File: src/rtl/csv_line_field_parser_macros.svh
// Assertion macros for the CSV line field parser.
`ifndef CSV_LINE_FIELD_PARSER_MACROS_SVH
`define CSV_LINE_FIELD_PARSER_MACROS_SVH

// Same-cycle implication, quiet while reset is high.
`define CSVLFP_ASSERT_SAME(label, clk, rst, ante, cons) \
  label: assert property (@(posedge clk) disable iff (rst) (ante) |-> (cons)) \
    else $error("csv parser: same-cycle check failed");

// Next-cycle implication, quiet while reset is high.
`define CSVLFP_ASSERT_NEXT(label, clk, rst, ante, cons) \
  label: assert property (@(posedge clk) disable iff (rst) (ante) |=> (cons)) \
    else $error("csv parser: next-cycle check failed");

`endif

File: src/rtl/csvlfp_pkg.sv
`timescale 1ns / 1ps

package csvlfp_pkg;

  localparam int unsigned COL_W    = 12;
  localparam int unsigned COUNT_W  = 13;
  localparam int unsigned LEN_W    = 16;
  localparam int unsigned CHAR_W   = 8;
  localparam int unsigned CFG_IDX_W = 2;

  localparam int unsigned MAX_COLUMNS = 4096;

  localparam logic [CHAR_W-1:0] CH_CR = 8'd13;
  localparam logic [CHAR_W-1:0] CH_LF = 8'd10;

  localparam logic [LEN_W-1:0]  DEFAULT_MAX_FIELD = 16'd32000;
  localparam logic [CHAR_W-1:0] DEFAULT_SEPARATOR = 8'd44;
  localparam logic [CHAR_W-1:0] DEFAULT_QUOTE     = 8'd34;

  // Configuration register indexes
  localparam logic [CFG_IDX_W-1:0] CFG_MAX_FIELD = 2'd0;
  localparam logic [CFG_IDX_W-1:0] CFG_SEPARATOR = 2'd1;
  localparam logic [CFG_IDX_W-1:0] CFG_QUOTE     = 2'd2;

  typedef enum logic [1:0] {
    KIND_DATA     = 2'd0,
    KIND_COL_DONE = 2'd1,
    KIND_LINE     = 2'd2,
    KIND_ERROR    = 2'd3
  } kind_t;

  typedef enum logic [2:0] {
    ERR_FIELD_LONG  = 3'd0,
    ERR_QUOTE_AFTER = 3'd1,
    ERR_TEXT_AFTER  = 3'd2,
    ERR_UNCLOSED    = 3'd3,
    ERR_COLUMNS     = 3'd4
  } err_t;

endpackage

File: src/rtl/csv_line_field_parser.sv
`timescale 1ns / 1ps
//  channel | handshake           | payload
//  --------+---------------------+--------------------------------------------
//  in      | in_valid / in_stall | in_byte, stream_end
//  out     | out_valid/out_stall | kind, column, out_byte, column_count,
//          |                     | error_code
//  cfg     | cfg_write           | cfg_index, cfg_data
//
//  One item per cycle while results do not stall; a result goes through the
//  input register and then the result register. Line state advances as the
//  input register hands its item on. rst is synchronous, active high: default
//  configuration, clean line state, both valid flags low.
//  A stalled result holds the result register; an item with a result then
//  waits in the input register and raises in_stall.
`include "csv_line_field_parser_macros.svh"

module csv_line_field_parser (
  input  logic                                clk,
  input  logic                                rst,
  // input channel
  input  logic                                in_valid,
  output logic                                in_stall,
  input  logic [csvlfp_pkg::CHAR_W-1:0]       in_byte,
  input  logic                                stream_end,
  // result channel
  output logic                                out_valid,
  input  logic                                out_stall,
  output logic [1:0]                          kind,
  output logic [csvlfp_pkg::COL_W-1:0]        column,
  output logic [csvlfp_pkg::CHAR_W-1:0]       out_byte,
  output logic [csvlfp_pkg::COUNT_W-1:0]      column_count,
  output logic [2:0]                          error_code,
  // configuration write port
  input  logic                                cfg_write,
  input  logic [csvlfp_pkg::CFG_IDX_W-1:0]    cfg_index,
  input  logic [csvlfp_pkg::LEN_W-1:0]        cfg_data
);

  // ---------------------------------------------------------------------------
  // Configuration registers
  // ---------------------------------------------------------------------------
  logic [csvlfp_pkg::LEN_W-1:0]  max_field_length;
  logic [csvlfp_pkg::CHAR_W-1:0] separator_char;
  logic [csvlfp_pkg::CHAR_W-1:0] quote_char;

  always_ff @(posedge clk) begin
    if (rst) begin
      max_field_length <= csvlfp_pkg::DEFAULT_MAX_FIELD;
      separator_char   <= csvlfp_pkg::DEFAULT_SEPARATOR;
      quote_char       <= csvlfp_pkg::DEFAULT_QUOTE;
    end else if (cfg_write) begin
      case (cfg_index)
        csvlfp_pkg::CFG_MAX_FIELD: max_field_length <= cfg_data;
        csvlfp_pkg::CFG_SEPARATOR: separator_char   <= cfg_data[csvlfp_pkg::CHAR_W-1:0];
        csvlfp_pkg::CFG_QUOTE:     quote_char       <= cfg_data[csvlfp_pkg::CHAR_W-1:0];
        default: ;  // unused index: drop the write
      endcase
    end
  end

  // ---------------------------------------------------------------------------
  // Input register
  // ---------------------------------------------------------------------------
  logic                          in_q_vld;
  logic [csvlfp_pkg::CHAR_W-1:0] in_q_byte;
  logic                          in_q_end;
  logic                          proc_fire;
  logic                          out_ready;
  logic                          in_fire;

  assign out_ready = !out_valid || !out_stall;
  assign in_stall  = in_q_vld && !proc_fire;
  assign in_fire   = in_valid && !in_stall;

  always_ff @(posedge clk) begin
    if (rst) begin
      in_q_vld <= 1'b0;
    end else if (in_fire) begin
      in_q_vld <= 1'b1;
    end else if (proc_fire) begin
      in_q_vld <= 1'b0;
    end
  end

  always_ff @(posedge clk) begin
    if (in_fire) begin
      in_q_byte <= in_byte;
      in_q_end  <= stream_end;
    end
  end

  // ---------------------------------------------------------------------------
  // Line state
  // ---------------------------------------------------------------------------
  logic                         inside_quotes, inside_quotes_next;
  logic                         after_close_quote, after_close_quote_next;
  logic [csvlfp_pkg::COL_W-1:0] column_index, column_index_next;
  logic [csvlfp_pkg::LEN_W-1:0] field_length, field_length_next;
  logic                         discard_to_line_end, discard_to_line_end_next;

  // Result of the item in the input register
  logic                           res_vld;
  csvlfp_pkg::kind_t              res_kind;
  logic [csvlfp_pkg::COL_W-1:0]   res_col;
  logic [csvlfp_pkg::CHAR_W-1:0]  res_byte;
  logic [csvlfp_pkg::COUNT_W-1:0] res_count;
  csvlfp_pkg::err_t               res_err;

  // Byte classification
  logic line_end;
  logic is_sep;
  logic is_quote;
  logic is_data;
  logic at_last_col;
  logic line_has_tail;
  logic line_clean;
  logic do_next;
  logic err_hit;
  csvlfp_pkg::err_t err_code;

  assign line_end = in_q_end || (in_q_byte == csvlfp_pkg::CH_LF);
  assign is_sep   = (in_q_byte == separator_char);
  assign is_quote = (in_q_byte == quote_char);
  // The separator counts as data inside quotes; CR is otherwise never data.
  assign is_data  = (!is_sep && !is_quote && (in_q_byte != csvlfp_pkg::CH_CR)) ||
                    (is_sep && inside_quotes);

  // Advancing past the last column raises the overflow error instead.
  assign at_last_col = ({1'b0, column_index} + csvlfp_pkg::COUNT_W'(1)) >=
                       csvlfp_pkg::COUNT_W'(csvlfp_pkg::MAX_COLUMNS);

  // The line count includes an open last column unless a closing quote
  // already reported it or the line is empty.
  assign line_has_tail = !after_close_quote &&
                         ((column_index != '0) || (field_length != '0));

  assign line_clean = (column_index == '0) && (field_length == '0) &&
                      !inside_quotes && !discard_to_line_end;

  always_comb begin
    res_vld   = 1'b0;
    res_kind  = csvlfp_pkg::KIND_DATA;
    res_col   = '0;
    res_byte  = '0;
    res_count = '0;
    res_err   = csvlfp_pkg::ERR_FIELD_LONG;

    inside_quotes_next       = inside_quotes;
    after_close_quote_next   = after_close_quote;
    column_index_next        = column_index;
    field_length_next        = field_length;
    discard_to_line_end_next = discard_to_line_end;

    do_next  = 1'b0;
    err_hit  = 1'b0;
    err_code = csvlfp_pkg::ERR_FIELD_LONG;

    if (line_end) begin
      // Clear the whole line state; after an error the line end is silent.
      inside_quotes_next       = 1'b0;
      after_close_quote_next   = 1'b0;
      column_index_next        = '0;
      field_length_next        = '0;
      discard_to_line_end_next = 1'b0;
      if (!discard_to_line_end) begin
        res_vld = 1'b1;
        if (inside_quotes) begin
          res_kind = csvlfp_pkg::KIND_ERROR;
          res_col  = column_index;
          res_err  = csvlfp_pkg::ERR_UNCLOSED;
        end else begin
          res_kind  = csvlfp_pkg::KIND_LINE;
          res_count = {1'b0, column_index} +
                      csvlfp_pkg::COUNT_W'(line_has_tail);
        end
      end
    end else if (!discard_to_line_end) begin
      if (is_data) begin
        if (after_close_quote && !inside_quotes) begin
          err_hit  = 1'b1;
          err_code = csvlfp_pkg::ERR_TEXT_AFTER;
        end else if (field_length > max_field_length) begin
          err_hit  = 1'b1;
          err_code = csvlfp_pkg::ERR_FIELD_LONG;
        end else begin
          if (field_length != '1) begin
            field_length_next = field_length + csvlfp_pkg::LEN_W'(1);
          end
          res_vld  = 1'b1;
          res_kind = csvlfp_pkg::KIND_DATA;
          res_col  = column_index;
          res_byte = in_q_byte;
        end
      end else if (is_quote) begin
        if (inside_quotes) begin
          inside_quotes_next     = 1'b0;
          after_close_quote_next = 1'b1;
          do_next                = 1'b1;
        end else if (field_length != '0) begin
          err_hit  = 1'b1;
          err_code = csvlfp_pkg::ERR_QUOTE_AFTER;
        end else begin
          inside_quotes_next = 1'b1;
        end
      end else if (is_sep) begin
        if (!after_close_quote) begin
          do_next = 1'b1;
        end else if (field_length != '0) begin
          err_hit  = 1'b1;
          err_code = csvlfp_pkg::ERR_TEXT_AFTER;
        end else begin
          // separator right after a closing quote: just drop the mark
          after_close_quote_next = 1'b0;
        end
      end
      // plain CR: drop without a result
    end

    // Finish the current column, or flag overflow.
    if (do_next) begin
      if (at_last_col) begin
        err_hit  = 1'b1;
        err_code = csvlfp_pkg::ERR_COLUMNS;
      end else begin
        column_index_next = column_index + csvlfp_pkg::COL_W'(1);
        field_length_next = '0;
        res_vld  = 1'b1;
        res_kind = csvlfp_pkg::KIND_COL_DONE;
        res_col  = column_index;
      end
    end

    // Report the error and skip the rest of the line.
    if (err_hit) begin
      res_vld                  = 1'b1;
      res_kind                 = csvlfp_pkg::KIND_ERROR;
      res_col                  = column_index;
      res_err                  = err_code;
      discard_to_line_end_next = 1'b1;
    end
  end

  // Advance the input register when its result, if any, has a free slot.
  assign proc_fire = in_q_vld && (!res_vld || out_ready);

  always_ff @(posedge clk) begin
    if (rst) begin
      inside_quotes       <= 1'b0;
      after_close_quote   <= 1'b0;
      column_index        <= '0;
      field_length        <= '0;
      discard_to_line_end <= 1'b0;
    end else if (proc_fire) begin
      inside_quotes       <= inside_quotes_next;
      after_close_quote   <= after_close_quote_next;
      column_index        <= column_index_next;
      field_length        <= field_length_next;
      discard_to_line_end <= discard_to_line_end_next;
    end
  end

  // ---------------------------------------------------------------------------
  // Result register
  // ---------------------------------------------------------------------------
  always_ff @(posedge clk) begin
    if (rst) begin
      out_valid <= 1'b0;
    end else if (out_ready) begin
      out_valid <= proc_fire && res_vld;
    end
  end

  // Load only on a new transfer; hold while stalled.
  always_ff @(posedge clk) begin
    if (out_ready && proc_fire && res_vld) begin
      kind         <= res_kind;
      column       <= res_col;
      out_byte     <= res_byte;
      column_count <= res_count;
      error_code   <= res_err;
    end
  end

  // ---------------------------------------------------------------------------
  // Assertions
  // ---------------------------------------------------------------------------
  // While skipping to the line end, only the line end may pass, and silently.
  `CSVLFP_ASSERT_SAME(a_discard_quiet, clk, rst, in_q_vld && discard_to_line_end, !res_vld)
  // A line end leaves a clean line state behind.
  `CSVLFP_ASSERT_NEXT(a_line_end_clears, clk, rst, proc_fire && line_end, line_clean)
  // An item held in the input register is neither lost nor overwritten.
  `CSVLFP_ASSERT_NEXT(a_input_held, clk, rst, in_stall, in_q_vld && $stable({in_q_byte, in_q_end}))

endmodule

File: config.mk
export PLATFORM = sky130hd
export DESIGN_NAME = csv_line_field_parser
export DESIGN_NICKNAME = d
export VERILOG_FILES = /design/src/rtl/csvlfp_pkg.sv /design/src/rtl/csv_line_field_parser.sv
export VERILOG_INCLUDE_DIRS = /design/src /design/src/rtl
export SDC_FILE = /design/constraint.sdc
export NUM_CORES = 1
export LEC_CHECK = 0
export ABC_AREA = 1
export BUFFER_PORTS_ARGS = -buffer_cell sky130_fd_sc_hd__buf_2
export CAP_MARGIN = 20
export CORE_MARGIN = 3
export CORE_UTILIZATION = 55
export DETAILED_ROUTE_END_ITERATION = 6
export PLACE_DENSITY = 0.83
export SLEW_MARGIN = 10
export SYNTH_ARGS = -nofsm -noshare
export SYNTH_HDL_FRONTEND = slang
export SYNTH_SLANG_ARGS = --single-unit
export TNS_END_PERCENT = 1
File: constraint.sdc
create_clock -name clk -period 6.6 [get_ports clk]
set_input_delay 1.32 -clock clk [delete_from_list [all_inputs] [get_ports clk]]
set_output_delay 1.32 -clock clk [all_outputs]
set_load 0.005 [all_outputs]
==> reports/qor.csv, run 1 <==
metric,value,unit
critPathKind,reg2out,
clk_pin_slew,0.08,ns
startpoint_type,flop,
crit_start,in_q_byte[4],
setup_viol,0,
die_width,112,µm
die_area,12600,µm²
finalClockSkew,0.00773,ns
clockBufferDepth,2,
rsz0062_at_grt,false,
critPathRequiredTime,5.28,ns
fin_crit_sh,59.2,%
cellPowerDensity,211,nW/µm²
clock-sinks,112,
hp-start,max_field_length[7],
worstMarginPinSlew,0.758,ns
synth_edf_count,47,
drtPass1Iterations,5,
yosysWarnings,0,
fin_crit,3.91,ns
yosysUniqueCellTypes,40,
core_area,10900,µm²
drc,0,
grt.overflow.total,0,
synth.avg_cell_area,7.64,µm²
die_h,112,µm
finalPower,1.47,mW
drive_above_1_share,14.0,%
postCtsHoldBufs,0,
ant_nets,0,
status,"finished, final reports clean",
seq_area_frac_synth,43.6,%
cts_setup_buffers,0,
start_util,56.9,%
grt_max_degree,50,
min_delay_path_depth,2,
path_max_fanout,13,
via_per_inst,5.43,
grt_pass1_wl,24.5,mm
gp_congestion,0.937,
final_max_slew_viol_count,0,
first_global_vias,5016,
wl_per_cell,14.2,µm
antenna_found_initial,0,
synth_ff_type,dfxtp_1,
drt_iter0_drc,553,
cts_resized,0,
cts_root_buffer,clkbuf_16,
htreeDepth,3,
finalNetCount,933,
reg2reg_setup_slack,3.20,ns
whs_endpoint,max_field_length[7],
ys_ff_latch,112,
synthesis.area,6230,µm²
cts_tree,yes,
fmax,256,MHz
reg2regPathDepth,16,
diodes,0,
clock_latency,0.35,ns
finalHoldViolCount,0,
ys_async_sr_fraction,0,%
r2r_start,in_q_byte[6],
num_vias,5558,
maxCapViolations,0,
synthCells,815,
final_common_cell,nand2_1,
cts-buffers-inserted,9,
fp-row-count,38,
r2r_end,error_code[0],
syn_to_final_growth,11.6,%
post-route-util,63.5,%
arrival,2.59,ns
pin_count,72,
track_usage,23.7,%
crit_path_end_kind,output pin,
portBuffers,71,
hold_class,reg2reg,
hpwl,10.8,mm
setup_tns,0,ns
leakagePower,3.19,nW
drt-total-wl,14.6,mm
final_cell_mix,"164 x nand2_1, 124 x inv_1, 102 x nor2_1, 71 x buf_2, 65 x dfxtp_1",
whs,0.462,ns
syn_nets,869,
relSlewSlack,49.1,%
ir_drop,139,µV
## stage by stage
stage / worst slack [ns] / instance area, µm² / cells
2_1_floorplan: 3.52 / 6230 / 815
3_3_place_gp: 3.19 / 6660 / 1008
3_5_place_dp: 3.10 / 6660 / 1008
4_1_cts: 2.70 / 6950 / 1024
5_1_grt: 2.47 / 6950 / 1024
6_report: 2.69 / 6950 / 1024
## cell usage after synthesis (3+ instances only)
| library cell | number | area (µm²) |
|---|---|---|
| buf_2 | 3 | 15.0 |
| nor4_1 | 5 | 31.3 |
| nand4_1 | 26 | 163 |
| nand2_4 | 5 | 56.3 |
| nor2_2 | 3 | 18.8 |
| nor2_1 | 102 | 383 |
| edfxtp_1 | 47 | 1410 |
| nand3_2 | 4 | 40.0 |
| xor2_1 | 7 | 61.3 |
| nand2_2 | 3 | 18.8 |
| nand3_1 | 58 | 290 |
| o211ai_1 | 9 | 67.6 |
| buf_6 | 5 | 56.3 |
| xnor2_1 | 11 | 96.3 |
| o21a_1 | 3 | 22.5 |
| ha_1 | 22 | 275 |
| o21ai_1 | 6 | 30.0 |
| inv_2 | 5 | 18.8 |
| a31oi_1 | 4 | 25.0 |
| nor3_1 | 15 | 75.1 |
| clkbuf_1 | 11 | 41.3 |
| inv_1 | 124 | 465 |
| a21oi_1 | 46 | 230 |
| nor2_4 | 4 | 45.0 |
| nor3_2 | 3 | 30.0 |
| o21ai_0 | 38 | 190 |
| nand2_1 | 164 | 616 |
| dfxtp_1 | 65 | 1300 |
## registers in the layout (all words and copies together) (netlist names), 2 cells and up
register	count
max_field_length	16
column_index	12
column_count	13
quote_char	8
in_q_byte	8
error_code	3
out_byte	8
column	12
field_length	16
separator_char	8
kind	2
## how the worst max path moves through the flow
stage,end,slack [ns]
floorplan,in_stall,3.52
global placement,in_stall,3.19
detailed placement,in_stall,3.10
CTS,in_stall,2.70
global route,in_stall,2.47
finish,in_stall,2.69
## power by group
part / switching (mW) / total, mW / internal, mW
clock: 0.258 / 0.532 / 0.274
combinational: 0.110 / 0.167 / 0.0569
sequential: 0.0185 / 0.770 / 0.751
## layout make-up
cell class	count	area (µm²)
Clock buffer	11	243
Clock inverter	5	47.5
Fill cell	959	3990
Inverter	129	484
Multi-Input combinational cell	552	2900
Sequential cell	112	2710
Tap cell	140	175
Timing Repair Buffer	75	385
## cell families after synthesis
kind of cell	Yosys count	synth area share, %
adders and majority gates	22	4.42
AOI/OAI and AO/OA	114	10.1
xor gates and xnor gates	18	2.53
buffers and inverters	151	9.83
and+or+nand+nor	398	29.5
DFF	112	43.6
## critical path, cell delays in order (launching register included)
cell      delay [ns]
edfxtp_1        0.42
inv_2           0.11
nand2_1         0.07
nor3_2          0.13
nand2_1         0.13
nand2_4         0.16
inv_1           0.22
nor2_1          0.28
inv_1           0.09
nand2_1         0.12
nor2_4          0.05
nand2_4         0.09
nand3_1         0.14
inv_1           0.08
buf_2           0.10
## metal layers
metal | track usage (%) | up-vias | routed length (µm)
li1 | - | 2809 | -
met4 | 8.09 | 0 | 309
met1 | 34.1 | 2516 | 6740
met5 | 0 | - | 0
met3 | 5.07 | 27 | 1130
met2 | 35.8 | 206 | 6380
Note: power is estimated with default switching activity, not from simulation.
==> run 2: changes to the inputs <==
--- a/config.mk
+++ b/config.mk
@@ -10,7 +10,7 @@
 export BUFFER_PORTS_ARGS = -buffer_cell sky130_fd_sc_hd__buf_2
 export CAP_MARGIN = 20
 export CORE_MARGIN = 3
-export CORE_UTILIZATION = 55
+export CORE_UTILIZATION = 53
 export DETAILED_ROUTE_END_ITERATION = 6
 export PLACE_DENSITY = 0.83
 export SLEW_MARGIN = 10
==> constraint.sdc (replaced) <==
create_clock -name clk -period 3.5 [get_ports clk]
set_input_delay 0.7 -clock clk [delete_from_list [all_inputs] [get_ports clk]]
set_output_delay 0.7 -clock clk [all_outputs]
set_load 0.005 [all_outputs]
==> run 2 against run 1 <==
Effect of this change:
- non-clock buffer count increased by 2
- clock power increased by 94%
- critical path type unchanged
- critical path depth increased by 2
- core utilization decreased by 1.1 points
- register-to-register slack got worse by 2.6 ns
- critical endpoint unchanged
- combinational power increased by 91%
==> reports/qor.csv, run 2 (synthesized netlist as in run 1, its figures left out) <==
metric,value,unit,change
regArea,2710,µm²,unchanged
track_usage,23.4,%,-0.32 points
gp_congestion,0.934,,-0.36%
top_regs,"field_length x16, max_field_length x16, column_count x13",,
final_common_cell,nand2_1,,
first_global_vias,5131,,+2.3%
pin_count,72,,unchanged
p_clk_share,36.9,%,+0.7 points
fmax,308,MHz,
hold_class,reg2reg,,
stdcell_count,1026,,+0.20%
cts_tree,yes,,
cp_slowest_cell,edfxtp_1,,
drc,0,,unchanged
die_area,13100,µm²,+3.6%
clock_latency,0.36,ns,about the same
via_per_inst,5.42,,-0.18%
fin_crit,3.25,ns,
diodes,0,,unchanged
finalPower,2.81,mW,+91%
dpl.cell_count,1010,,+0.20%
syn_to_final_growth,12.1,%,
switching_share,26.6,%,+0.28 points
start_util,55.7,%,-1.2 points
whs,0.461,ns,-0.00135 ns
worstMarginPinSlew,0.541,ns,-0.217 ns
portBuffers,71,,unchanged
critPathKind,reg2out,,
final_max_slew_viol_count,0,,unchanged
seq_power_share,51.8,%,-0.6 points
relSlewSlack,63.6,%,+15 points
crit_path_end_kind,output pin,,
grt.overflow.total,0,,unchanged
intPower,2.06,mW,+90%
ir_drop,324,µV,+130%
wl_per_cell,14.6,µm,+2.7%
cts-buffers-inserted,9,,unchanged
finalNetCount,935,,+0.21%
p_sw,0.747,mW,+93%
fp-row-count,38,,unchanged
clk_pin_slew,0.08,ns,about the same
finalClockSkew,0.00768,ns,-0.0000468 ns
startpoint_type,flop,,
arrival,2.55,ns,-0.04 ns
status,"finished, final reports clean",,
grt_pass1_wl,24.6,mm,+0.23%
crit_chain,inv_1 -> nand2_1 -> nand2_1 -> nand2_1 -> nor2_2 -> nand2_4 -> nand3_2 -> nand2_2 -> inv_1 -> nand2_4 -> nand2_1 -> nor2_4 -> nand2_4 -> nand3_1 -> inv_1 -> buf_2,,
final_cell_mix,"164 x nand2_1, 124 x inv_1, 101 x nor2_1, 71 x buf_2, 65 x dfxtp_1",,
clock-sinks,112,,unchanged
setup_tns,0,ns,unchanged
rsz0062_at_grt,false,,
hpwl,11.0,mm,+1.2%
cellPowerDensity,402,nW/µm²,+90%
critPathBufInv,4,,-1
drtPass1Iterations,5,,unchanged
ant_nets,0,,unchanged
multi_input_area,2900,µm²,about the same
max_stage_delay,0.48,ns,+0.06 ns
drive_above_1_share,14.4,%,+0.42 points
fillers,974,,+1.6%
setup_viol,0,,unchanged
critPathRequiredTime,2.80,ns,-2.48 ns
drt_iter0_drc,534,,-3.4%
clockBufferDepth,2,,unchanged
cts_root_buffer,clkbuf_16,,
finalHoldViolCount,0,,unchanged
pwr-share-comb,11.4,%,about the same
maxCapViolations,0,,unchanged
antenna_found_initial,0,,unchanged
num_vias,5559,,+0.018%
die_width,114,µm,+1.8%
path_max_fanout,11,,-2
cts_setup_buffers,0,,unchanged
core_area,11200,µm²,+2.2%
crit_top_cell,nand2_1,,
grt_max_degree,39,,-22%
post-route-util,62.5,%,-1.1 points
drt-total-wl,15.0,mm,+2.9%
fin_crit_sh,92.7,%,
die_h,114,µm,+1.8%
leakagePower,3.21,nW,+0.48%
htreeDepth,3,,unchanged
cp_top_family,simple AND/OR/NAND/NOR gates,,
run 2: power groups by stage:
stage          clock network, mW  logic (mW)  registers (mW)
3_5_place_dp                   0       0.316            1.48
6_report                    1.03       0.319            1.45
3_3_place_gp                   0       0.310            1.48
4_1_cts                     1.04       0.318            1.45
2_1_floorplan                  0       0.219            1.47
5_1_grt                     1.09       0.362            1.46
run 2: per-layer routing:
layer / part of all wire, % / up-vias / track usage [%]
met3: 8.2 / 22 / 4.28
met2: 45 / 241 / 37.3
met4: 1.5 / 0 / 7.13
met5: 0 / - / 0
met1: 45 / 2496 / 32.5
li1: - / 2800 / -
run 2: what timing repair did:
item                       4_1_cts  5_1_grt
hold buffers                     0        0
setup endpoints to repair        0        1
gates resized for setup          0        1
run 2: worst paths after layout:
| path | to | startpoint | slack [ns] | cells past startpoint |
|---|---|---|---|---|
| worst max-delay path | in_stall | in_q_byte[6] | 0.25 | 16 |
| worst min-delay path | max_field_length[2] | max_field_length[2] | 0.46 | 2 |
| worst max register to register | out_byte[7] | in_q_byte[6] | 0.60 | 16 |
| worst min register to register | max_field_length[2] | max_field_length[2] | 0.46 | 2 |
run 2: final cells by class:
| type | count | share of cell area (%) |
|---|---|---|
| flip-flops and latches | 112 | 38.9 |
| repair buffers | 77 | 5.74 |
| multi-input cells | 552 | 41.6 |
| clock inverters | 6 | 0.735 |
| clock buffers | 10 | 3.59 |
| well taps | 140 | 2.51 |
| inverters | 129 | 6.94 |
run 2: stage by stage:
stage	worst slack, ns	cell area [µm²]
2_1_floorplan	0.444	6230
3_3_place_gp	0.722	6670
3_5_place_dp	0.647	6670
4_1_cts	0.268	6980
5_1_grt	0.0398	6980
6_report	0.254	6980
run 2: worst min-delay path: stages, from the launching register on:
cell     delay, ns
dfxtp_1       0.30
inv_1         0.06
a21oi_1       0.05
